`src/hw/rtl/assert_macros.svh`:
```
// Assertion helpers shared by the RTL.
`ifndef ASSERT_MACROS_SVH
`define ASSERT_MACROS_SVH

// ante holds -> cons holds in the same cycle
`define LTF_ASSERT_IMPLIES(label, clk, rst_n, ante, cons) \
    label: assert property (@(posedge clk) disable iff (!rst_n) (ante) |-> (cons)) \
        else $error("implication check failed");

// expr holds at every edge out of reset
`define LTF_ASSERT_ALWAYS(label, clk, rst_n, expr) \
    label: assert property (@(posedge clk) disable iff (!rst_n) (expr)) \
        else $error("invariant check failed");

`endif

```
`src/hw/rtl/ltf_pkg.sv`:
```
// ----------------------------------------------------------------------------
// ltf_pkg
// Shared constants and types of the linear toolpath follower.
// ----------------------------------------------------------------------------
package ltf_pkg;

    localparam int COORD_BITS      = 32;
    localparam int AXES            = 3;
    localparam int MAX_MOVES_DEF   = 256;
    localparam int FEED_BITS       = 31;
    localparam int TIME_BITS       = 32;
    localparam int DIFF_BITS       = COORD_BITS + 1;
    localparam int SUM_BITS        = 2 * DIFF_BITS;
    localparam int ROOT_BITS       = DIFF_BITS;
    localparam int PROD_BITS       = 64;
    localparam int INDEX_OUT_BITS  = 8;

    localparam logic [1:0] ACT_ADD   = 2'd0;
    localparam logic [1:0] ACT_CLEAR = 2'd1;
    localparam logic [1:0] ACT_STEP  = 2'd2;

    typedef logic signed [COORD_BITS-1:0] coord_t;

    typedef struct packed {
        logic [AXES-1:0][COORD_BITS-1:0] vel;
        logic [TIME_BITS-1:0]            time_left;
        logic                            at_end;
    } ltf_result_t;

endpackage

```
`src/hw/rtl/ltf_datapath.sv`:
```
// ----------------------------------------------------------------------------
// ltf_datapath
// Serial arithmetic: shift-add squares and products, bit-pair square root,
// restoring divider. One bit of each operation per cycle.
// ----------------------------------------------------------------------------
module ltf_datapath
(
    input  logic                                       clk,
    input  logic                                       rst_n,
    input  logic                                       start,
    input  logic [ltf_pkg::AXES-1:0][ltf_pkg::COORD_BITS:0] diff_abs,
    input  logic [ltf_pkg::AXES-1:0]                   diff_neg,
    input  logic [ltf_pkg::FEED_BITS-1:0]              feed,
    output logic                                       done,
    output ltf_pkg::ltf_result_t                       result
);

    localparam int DB = ltf_pkg::DIFF_BITS;
    localparam int SB = ltf_pkg::SUM_BITS;
    localparam int RB = ltf_pkg::ROOT_BITS;
    localparam int PB = ltf_pkg::PROD_BITS;
    localparam int CB = ltf_pkg::COORD_BITS;
    localparam int TB = ltf_pkg::TIME_BITS;
    localparam int FB = ltf_pkg::FEED_BITS;
    localparam int QB = RB + 3;

    typedef enum logic [2:0] {D_IDLE, D_SQ, D_SQRT, D_MUL, D_DIV, D_TDIV, D_DONE} dstate_t;

    dstate_t              state_reg;
    logic [1:0]           axis_reg;
    logic [6:0]           cnt_reg;
    logic [SB-1:0]        acc_reg;
    logic [SB-1:0]        mcand_reg;
    logic [DB-1:0]        mplier_reg;
    logic [QB-1:0]        rem_reg;
    logic [RB-1:0]        root_reg;
    logic [PB-1:0]        num_reg;
    ltf_pkg::ltf_result_t res_reg;

    logic [SB-1:0]        acc_add;
    logic [QB:0]          sq_rem;
    logic [QB:0]          sq_trial;
    logic                 sq_ge;
    logic [RB-1:0]        root_next;
    logic [RB:0]          dv_rem;
    logic [RB:0]          dv_div;
    logic                 dv_ge;
    logic [PB-1:0]        num_next;

    function automatic logic [CB-1:0] sat_vel(input logic [PB-1:0] q, input logic neg);
        logic [PB-1:0] lim;
        logic [PB-1:0] qs;
        lim = neg ? (PB'(1) << (CB - 1)) : ((PB'(1) << (CB - 1)) - PB'(1));
        qs  = (q > lim) ? lim : q;
        return neg ? (CB'(0) - qs[CB-1:0]) : qs[CB-1:0];
    endfunction

    assign acc_add   = mplier_reg[0] ? (acc_reg + mcand_reg) : acc_reg;
    assign sq_rem    = {rem_reg[QB-2:0], acc_reg[SB-1:SB-2]};
    assign sq_trial  = {2'b00, root_reg, 2'b01};
    assign sq_ge     = (sq_rem >= sq_trial);
    assign root_next = {root_reg[RB-2:0], sq_ge};
    assign dv_rem    = {rem_reg[RB-1:0], num_reg[PB-1]};
    assign dv_div    = (state_reg == D_TDIV) ? (RB+1)'(feed) : {1'b0, root_reg};
    assign dv_ge     = (dv_rem >= dv_div);
    assign num_next  = {num_reg[PB-2:0], dv_ge};

    assign done   = (state_reg == D_DONE);
    assign result = res_reg;

    always_ff @(posedge clk or negedge rst_n)
    begin
        if (!rst_n)
        begin
            state_reg <= D_IDLE;
        end
        else
        begin
            case (state_reg)
                D_IDLE:
                begin
                    if (start)
                    begin
                        axis_reg   <= 2'd0;
                        acc_reg    <= '0;
                        mcand_reg  <= SB'(diff_abs[0]);
                        mplier_reg <= diff_abs[0];
                        cnt_reg    <= 7'(DB - 1);
                        res_reg    <= '0;
                        state_reg  <= D_SQ;
                    end
                end
                D_SQ:
                begin
                    acc_reg    <= acc_add;
                    mcand_reg  <= {mcand_reg[SB-2:0], 1'b0};
                    mplier_reg <= {1'b0, mplier_reg[DB-1:1]};
                    cnt_reg    <= cnt_reg - 7'd1;
                    if (cnt_reg == 7'd0)
                    begin
                        if (axis_reg == 2'(ltf_pkg::AXES - 1))
                        begin
                            rem_reg   <= '0;
                            root_reg  <= '0;
                            cnt_reg   <= 7'(RB - 1);
                            state_reg <= D_SQRT;
                        end
                        else
                        begin
                            axis_reg   <= axis_reg + 2'd1;
                            mcand_reg  <= SB'(diff_abs[axis_reg + 2'd1]);
                            mplier_reg <= diff_abs[axis_reg + 2'd1];
                            cnt_reg    <= 7'(DB - 1);
                        end
                    end
                end
                D_SQRT:
                begin
                    acc_reg  <= {acc_reg[SB-3:0], 2'b00};
                    rem_reg  <= sq_ge ? QB'(sq_rem - sq_trial) : sq_rem[QB-1:0];
                    root_reg <= root_next;
                    cnt_reg  <= cnt_reg - 7'd1;
                    if (cnt_reg == 7'd0)
                    begin
                        if (root_next == '0)
                        begin
                            res_reg.at_end    <= 1'b1;
                            res_reg.time_left <= '1;
                            state_reg         <= D_DONE;
                        end
                        else
                        begin
                            axis_reg   <= 2'd0;
                            acc_reg    <= '0;
                            mcand_reg  <= SB'(diff_abs[0]);
                            mplier_reg <= DB'(feed);
                            cnt_reg    <= 7'(FB - 1);
                            state_reg  <= D_MUL;
                        end
                    end
                end
                D_MUL:
                begin
                    acc_reg    <= acc_add;
                    mcand_reg  <= {mcand_reg[SB-2:0], 1'b0};
                    mplier_reg <= {1'b0, mplier_reg[DB-1:1]};
                    cnt_reg    <= cnt_reg - 7'd1;
                    if (cnt_reg == 7'd0)
                    begin
                        num_reg   <= acc_add[PB-1:0];
                        rem_reg   <= '0;
                        cnt_reg   <= 7'(PB - 1);
                        state_reg <= D_DIV;
                    end
                end
                D_DIV:
                begin
                    rem_reg <= dv_ge ? QB'(dv_rem - dv_div) : QB'(dv_rem);
                    num_reg <= num_next;
                    cnt_reg <= cnt_reg - 7'd1;
                    if (cnt_reg == 7'd0)
                    begin
                        res_reg.vel[axis_reg] <= sat_vel(num_next, diff_neg[axis_reg]);
                        if (axis_reg == 2'(ltf_pkg::AXES - 1))
                        begin
                            num_reg   <= PB'({root_reg, 16'h0000});
                            rem_reg   <= '0;
                            cnt_reg   <= 7'(PB - 1);
                            state_reg <= D_TDIV;
                        end
                        else
                        begin
                            axis_reg   <= axis_reg + 2'd1;
                            acc_reg    <= '0;
                            mcand_reg  <= SB'(diff_abs[axis_reg + 2'd1]);
                            mplier_reg <= DB'(feed);
                            cnt_reg    <= 7'(FB - 1);
                            state_reg  <= D_MUL;
                        end
                    end
                end
                D_TDIV:
                begin
                    rem_reg <= dv_ge ? QB'(dv_rem - dv_div) : QB'(dv_rem);
                    num_reg <= num_next;
                    cnt_reg <= cnt_reg - 7'd1;
                    if (cnt_reg == 7'd0)
                    begin
                        res_reg.time_left <= (num_next > PB'({TB{1'b1}})) ? '1
                                                                          : num_next[TB-1:0];
                        state_reg         <= D_DONE;
                    end
                end
                D_DONE:
                begin
                    state_reg <= D_IDLE;
                end
                default:
                begin
                    state_reg <= D_IDLE;
                end
            endcase
        end
    end

endmodule

```
`config.mk`:
```
export PLATFORM = sky130hd
export DESIGN_NAME = ltf_datapath
export DESIGN_NICKNAME = d
export VERILOG_FILES = /design/src/hw/rtl/assert_macros.svh /design/src/hw/rtl/ltf_pkg.sv /design/src/hw/rtl/ltf_datapath.sv
export SDC_FILE = /design/constraint.sdc
export NUM_CORES = 1
export LEC_CHECK = 0
export ABC_AREA = 1
export BUFFER_PORTS_ARGS = -buffer_cell sky130_fd_sc_hd__buf_4
export CAP_MARGIN = 20
export CORE_ASPECT_RATIO = 0.7
export CORE_UTILIZATION = 56
export DETAILED_ROUTE_END_ITERATION = 7
export PLACE_DENSITY = 0.78
export SYNTH_ARGS = -nofsm -noshare
export SYNTH_HDL_FRONTEND = slang
export SYNTH_SLANG_ARGS = --single-unit
```
`constraint.sdc`:
```
create_clock -name clk -period 10.78 [get_ports clk]
set_input_delay 1.078 -clock clk [delete_from_list [all_inputs] [get_ports clk]]
set_output_delay 1.078 -clock clk [all_outputs]
set_load 0.1 [all_outputs]
```
==> results of run 1 <==
worst min-delay path by stage:
| stage | cells after the start | to | startpoint | slack (ns) |
|---|---|---|---|---|
| 2_1_floorplan | 2 | num_reg[56] | num_reg[55] | 0.52 |
| 3_3_place_gp | 2 | num_reg[54] | num_reg[53] | 0.54 |
| 3_5_place_dp | 2 | num_reg[56] | num_reg[55] | 0.54 |
| 4_1_cts | 1 | state_reg[2] | rst_n | 0.24 |
| 5_1_grt | 1 | state_reg[2] | rst_n | 0.25 |
| 6_report | 1 | state_reg[2] | rst_n | 0.26 |
layout make-up:
type                            instances  area share
Multi-Input combinational cell       3252      0.4669
Inverter                              451     0.04606
Tap cell                              750     0.02553
Clock buffer                           55     0.03224
Antenna cell                            2   0.0001362
Sequential cell                       438      0.3575
Timing Repair Buffer                  310     0.06475
Clock inverter                         25    0.006877
cell families (layout without fill, tap and decap cells):
family | after synthesis | in the layout | synth area share
AND/OR/NAND/NOR | 1982 | 1982 | 0.2554
XOR/XNOR | 94 | 94 | 0.02526
other | 0 | 2 | 0
adder cells (fa/ha/maj) | 172 | 172 | 0.06648
buffers and inverters | 617 | 841 | 0.07343
AO/OA/AOI/OAI | 1002 | 1002 | 0.1758
flip-flops | 438 | 438 | 0.4030
multiplexers | 2 | 2 | 0.0006142
per-layer routing:
layer	vias to the layer above	share of wire	wire length (um)	track usage
met3	192	0.16	20430	0.1709
met2	2129	0.39	48330	0.5492
li1	15093	-	-	-
met4	4	0.026	3251	0.1123
met5	-	0.00040	49	0
met1	15072	0.42	51850	0.5938
layout by cell type, fill, tap and decap left out, types with 28 or more instances in the layout:
cell and n:
a21o_1 28, a21oi_1 281, a22oi_1 47, a31oi_1 33, buf_4 307, clkbuf_16 46
edfxtp_1 435, ha_1 168, inv_1 430, nand2_1 1138, nand3_1 197, nand4_1 68
nor2_1 436, o211ai_1 29, o21ai_0 396, o21ai_1 33, o22ai_1 46, or2_2 35
xnor2_1 59, xor2_1 35
power groups by stage:
stage / clock (uW) / combinational, uW / sequential [uW]
floorplan: 0 / 5500 / 3820
global placement: 0 / 8170 / 3570
detailed placement: 0 / 8230 / 3570
CTS: 1610 / 8290 / 3550
global route: 1670 / 9330 / 3650
finish: 1620 / 8540 / 3610
worst max-delay path: cells and delay by family, from the launching register on:
kind,cells,cell delay [ns]
flops,1,0.47
buf+inv,8,1.25
fa+ha+maj,3,0.74
simple gates,21,3.14
compound gates,6,1.16
synthesized netlist by cell type, types with 16 or more instances:
| master | number |
|---|---|
| nand2_1 | 1139 |
| a21oi_1 | 282 |
| a31oi_1 | 33 |
| o21ai_0 | 397 |
| nor2_1 | 444 |
| xor2_1 | 35 |
| or2_2 | 35 |
| o22ai_1 | 46 |
| a22oi_1 | 47 |
| clkbuf_1 | 123 |
| edfxtp_1 | 435 |
| ha_1 | 170 |
| nand3_1 | 197 |
| nand4_1 | 68 |
| o21ai_1 | 34 |
| o211ai_1 | 29 |
| a21o_1 | 28 |
| nand2_2 | 16 |
| buf_2 | 25 |
| nor3_1 | 27 |
| inv_1 | 434 |
| o21a_1 | 22 |
| xnor2_1 | 59 |
metrics by stage:
stage          total power [uW]  hold WS, ns  cell area [um2]  instances  setup WS [ns]
2_1_floorplan              9323       0.5208            32600       4307          1.010
3_3_place_gp              11750       0.5384            35240       5198          3.986
3_5_place_dp              11800       0.5449            35260       5199          3.925
4_1_cts                   13450       0.2439            36700       5279          3.867
5_1_grt                   14650       0.2519            36750       5282          3.070
6_report                  13770       0.2622            36750       5283          3.617
==> summary.txt, run 1 <==
final wirelength = 123900 um
largest net degree at the start of global routing = 93
combinational cell fraction of total power = 0.620
initial antenna violation count = 6
status = finished clean
Max-cap violations = 0
post-DP HPWL = 93990 um
Layout Nets = 4805
Worst-Skew Late Latency = 0.62 ns
Root Driver = clkbuf_16
leak pwr = 0.01616 uW
gp weighted congestion = 1.059
Synth top area share = 0.4007
end of the critical path = result[55]
DRC = 0
io pins = 266
Yosys reg bits = 438
total vias in the final route = 32490
Worst R2R End = result[55]
Setup violations, final = 0
most frequent CP cell = nand2_1
Clk network pwr share = 0.117
Sw Share = 0.5351
Routed Antenna Nets = 0
RSZ-0062 raised after global routing = no
TritonCTS Buffers = 44
register area = 13140 um2
GRT Overall Usage = 0.4087
most area-consuming cells after synthesis = edfxtp_1 40%, nand2_1 13%, ha_1 6.5%, o21ai_0 6.1%, nor2_1 5.1%
worst min-delay path category = input pin to asynchronous set/reset pin
CTS Sinks = 438
Critical Path AT = 7.48 ns
core area = 57180 um2
reg-to-reg startpoint = state_reg[2]
P_int = 6402 uW
CTS tree = done
Clock transition at path regs = 0.07 ns
FFs w/ async S/R, synth = 0.006849
post-synth top area cell = edfxtp_1
Top FF cell, synth = edfxtp_1
Worst slew margin = 0.2685
endpoint class of the critical path = register
vias in the first global route = 29241
Mapped Nets = 4615
clock skew = 0.03080 ns
setup_tns = 0 ns
CP max FO = 67
post-CTS setup buffer count = 0
max FFs per register = 129
area of the multi-input gates = 17160 um2
actual slew at the worst max-slew pin = 1.096 ns
Cell Pwr Density = 374.7 nW/um2
Layout Utilization = 0.6428
Reg power frac = 0.262
die height = 203.9 um
maximum buffer depth of the clock tree = 3
Iter 0 DRT Violations = 4695
crit path kind = register to register
CTS H-tree lvls = 2
row count = 73
Initial Utilization = 0.5701
Max Fclk = 139.6 MHz
Fill cells = 5103
Avg Inst Size Synth = 7.568 um2
Mapped Cells = 4307
Die Wd = 290.4 um
Distinct cells, synth = 69
Worst R2R Path Depth = 38
Syn Std Cell Area = 32600 um2
share of layout cells above drive strength 1 = 0.1126
Period minus WS final = 7.163 ns
full die area = 59190 um2
PortBufs = 265
Synth Warn # = 0
Crit path required time = 11.10 ns
Final period util = 0.6644
CP max stage delay = 0.47 ns
Slew Limit Fails = 0
reg2reg setup slack = 3.62 ns
first-pass GRT wire length = 182100 um
VDD IR max = 0.2548 mV
Hold Buf Count CTS = 0
sequential area share after synthesis = 0.4030
final hold violations = 0
DR vias/cell = 6.150
critical path launch point = state_reg[2]
grt ovf = 0
Switching Power = 7368 uW
WL/cell = 23.45 um
worst-path cell with the longest stage delay = dfrtp_1
P&R area growth vs syn = 12.75%
number of synthesized flops with an enable pin = 435
DRT Pass-1 Iters = 8
post_cts resized = 0
Worst setup SP type = register
No activity file was read; power rests on OpenSTA's default activity.
==> inputs of run 2 (changes only) <==
Clock period 10.78 ns to 6.19 ns, I/O delays scaled along.
==> run 2 against run 1 <==
  * Routed wire length fell by 1.7%
  * Combinational power increased by 77%
  * Sequential share of layout area fell by 0.16 points
  * Power up 74%
  * Largest power group unchanged
  * Non-clock buffer count is 21 higher
  * Final area up 0.46%
  * Count of clock-buffer cells in the layout grew 2
  * Sequential power increased by 73%
  * First-iteration DRC count barely moved
==> summary.txt, run 2 (same netlist as run 1, synthesis figures left out) <==
max FFs per register = 129
GR peak layer = met1
Hold Path Stages = 3
io pins = 266
worst min-delay path category = input pin to register
Sw Share = 0.5356
WL/cell = 22.96 um
Worst R2R End = result[53]
diodes inserted = 0
CTS tree = done
row count = 73
RSZ-0062 raised after global routing = no
worst-path cell with the longest stage delay = dfrtp_2
P_int = 11130 uW
worst min-delay path startpoint = diff_abs[2]
register area = 13140 um2
Die Wd = 290.4 um
Final period util = 0.9170
status = finished clean
gp weighted congestion = 1.017
initial antenna violation count = 4
reg2reg setup slack = 0.51 ns
Fill cells = 5042
met2 Use GR = 0.5363
Clk network pwr share = 0.111
die height = 203.9 um
Layout Nets = 4827
full die area = 59190 um2
VDD IR max = 0.4209 mV
CP max FO = 34
Reg power frac = 0.260
TritonCTS Buffers = 44
reg-to-reg startpoint = state_reg[2]
largest net degree at the start of global routing = 78
Worst setup SP type = register
Clock transition at path regs = 0.07 ns
combinational cell fraction of total power = 0.629
share of layout cells above drive strength 1 = 0.1167
endpoint class of the critical path = register
post-DP HPWL = 91460 um
commonest non-fill, non-tap cell in the layout = nand2_1
Root Driver = clkbuf_16
Layout Utilization = 0.6458
grt ovf = 0
core area = 57180 um2
CTS Sinks = 438
Routed Antenna Nets = 0
Worst-Skew Late Latency = 0.61 ns
vias in the first global route = 29218
Period minus WS final = 5.676 ns
Worst slew margin = 0.3208
Slew Limit Fails = 0
setup_tns = 0 ns
met3 Use GR = 0.1866
clock skew = 0.01864 ns
Crit path required time = 6.51 ns
DR vias/cell = 6.117
commonest non-fill, non-tap cells in the layout = 1136 x nand2_1, 436 x nor2_1, 435 x edfxtp_1
final wirelength = 121700 um
GRT Overall Usage = 0.3983
total vias in the final route = 32434
Worst Hold Endpoint = mplier_reg[2]
area of the multi-input gates = 17240 um2
CTS H-tree lvls = 2
PortBufs = 265
Max Fclk = 176.2 MHz
most frequent CP cell = nand2_1
final hold violations = 0
Switching Power = 12840 uW
Initial Utilization = 0.5701
Worst R2R Path Depth = 39
Max-cap violations = 0
Setup violations, final = 0
actual slew at the worst max-slew pin = 1.016 ns
DRT Pass-1 Iters = 6
Critical Path AT = 6.00 ns
Cell Pwr Density = 649.0 nW/um2
first-pass GRT wire length = 178600 um
Iter 0 DRT Violations = 4694
crit path kind = register to register
DRC = 0
met1 GRT Util = 0.5613
CP max stage delay = 0.45 ns
maximum buffer depth of the clock tree = 3
P&R area growth vs syn = 13.27%
leak pwr = 0.01625 uW
run 2: cell types whose count changed in the layout (fill, tap and decap cells not counted), moves of 3 or more:
cell / before / now
clkinv_2: 5 / 2
clkinv_1: 12 / 17
clkbuf_1: 9 / 13
buf_4: 307 / 325
o21ai_4: 2 / 5
run 2: what timing repair did:
action                                  4_1_cts  5_1_grt
buffers inserted                              0        5
endpoints found under the setup margin        0       71
resized for setup                             0       18
hold endpoints to repair                      3        0
hold buffers                                  1        0
run 2: critical path: cells and delay by family (launching register included):
kind	cells	cell delay (ns)
buffers and inverters	8	1.05
and+or+nand+nor	24	2.32
AOI/OAI and AO/OA	4	0.78
DFF	1	0.45
adders and majority gates	3	0.76
run 2: layout make-up:
cell class | count | share of cell area
clock buffer | 57 | 0.03114
sequential | 438 | 0.3558
multi-input combinational | 3253 | 0.4670
timing repair buffer | 331 | 0.06981
clock inverter | 22 | 0.004981
inverter | 451 | 0.04585
tap | 750 | 0.02542
run 2: how the worst max path moves through the flow:
stage,startpoint,endpoint,slack [ns],cells past startpoint
after detailed placement,state_reg[2],result[45],0.38,40
after global routing,state_reg[1],result[53],0.001,41
after floorplan,axis_reg[0],mcand_reg[0],0.32,11
final,state_reg[2],result[53],0.51,39
after global placement,state_reg[2],result[45],0.43,42
after CTS,state_reg[2],result[45],0.34,40
run 2: metal layers:
metal | vias to the layer above | routed length, um
met5 | - | 13
met4 | 2 | 3937
met3 | 242 | 20930
met2 | 2066 | 47320
met1 | 14975 | 49540
li1 | 15149 | -
run 2: per-stage QoR:
stage | instances | hold slack, ns | power [uW] | worst slack [ns] | area (um2)
floorplan | 4307 | 0.3234 | 16210 | 0.3250 | 32610
global placement | 5212 | 0.4289 | 20400 | 0.4281 | 35360
detailed placement | 5212 | 0.4276 | 20550 | 0.3758 | 35360
CTS | 5292 | 0.3196 | 23250 | 0.3358 | 36700
global route | 5302 | 0.3279 | 25470 | 0.0009845 | 36920
finish | 5302 | 0.3327 | 23960 | 0.5139 | 36920
run 2: power groups by stage:
stage	Clock [uW]	Sequential, uW	Combinational, uW
finish	2650	6230	15100
global route	2750	6310	16400
CTS	2640	6120	14500
detailed placement	0	6160	14400
global placement	0	6150	14200
floorplan	0	6630	9580
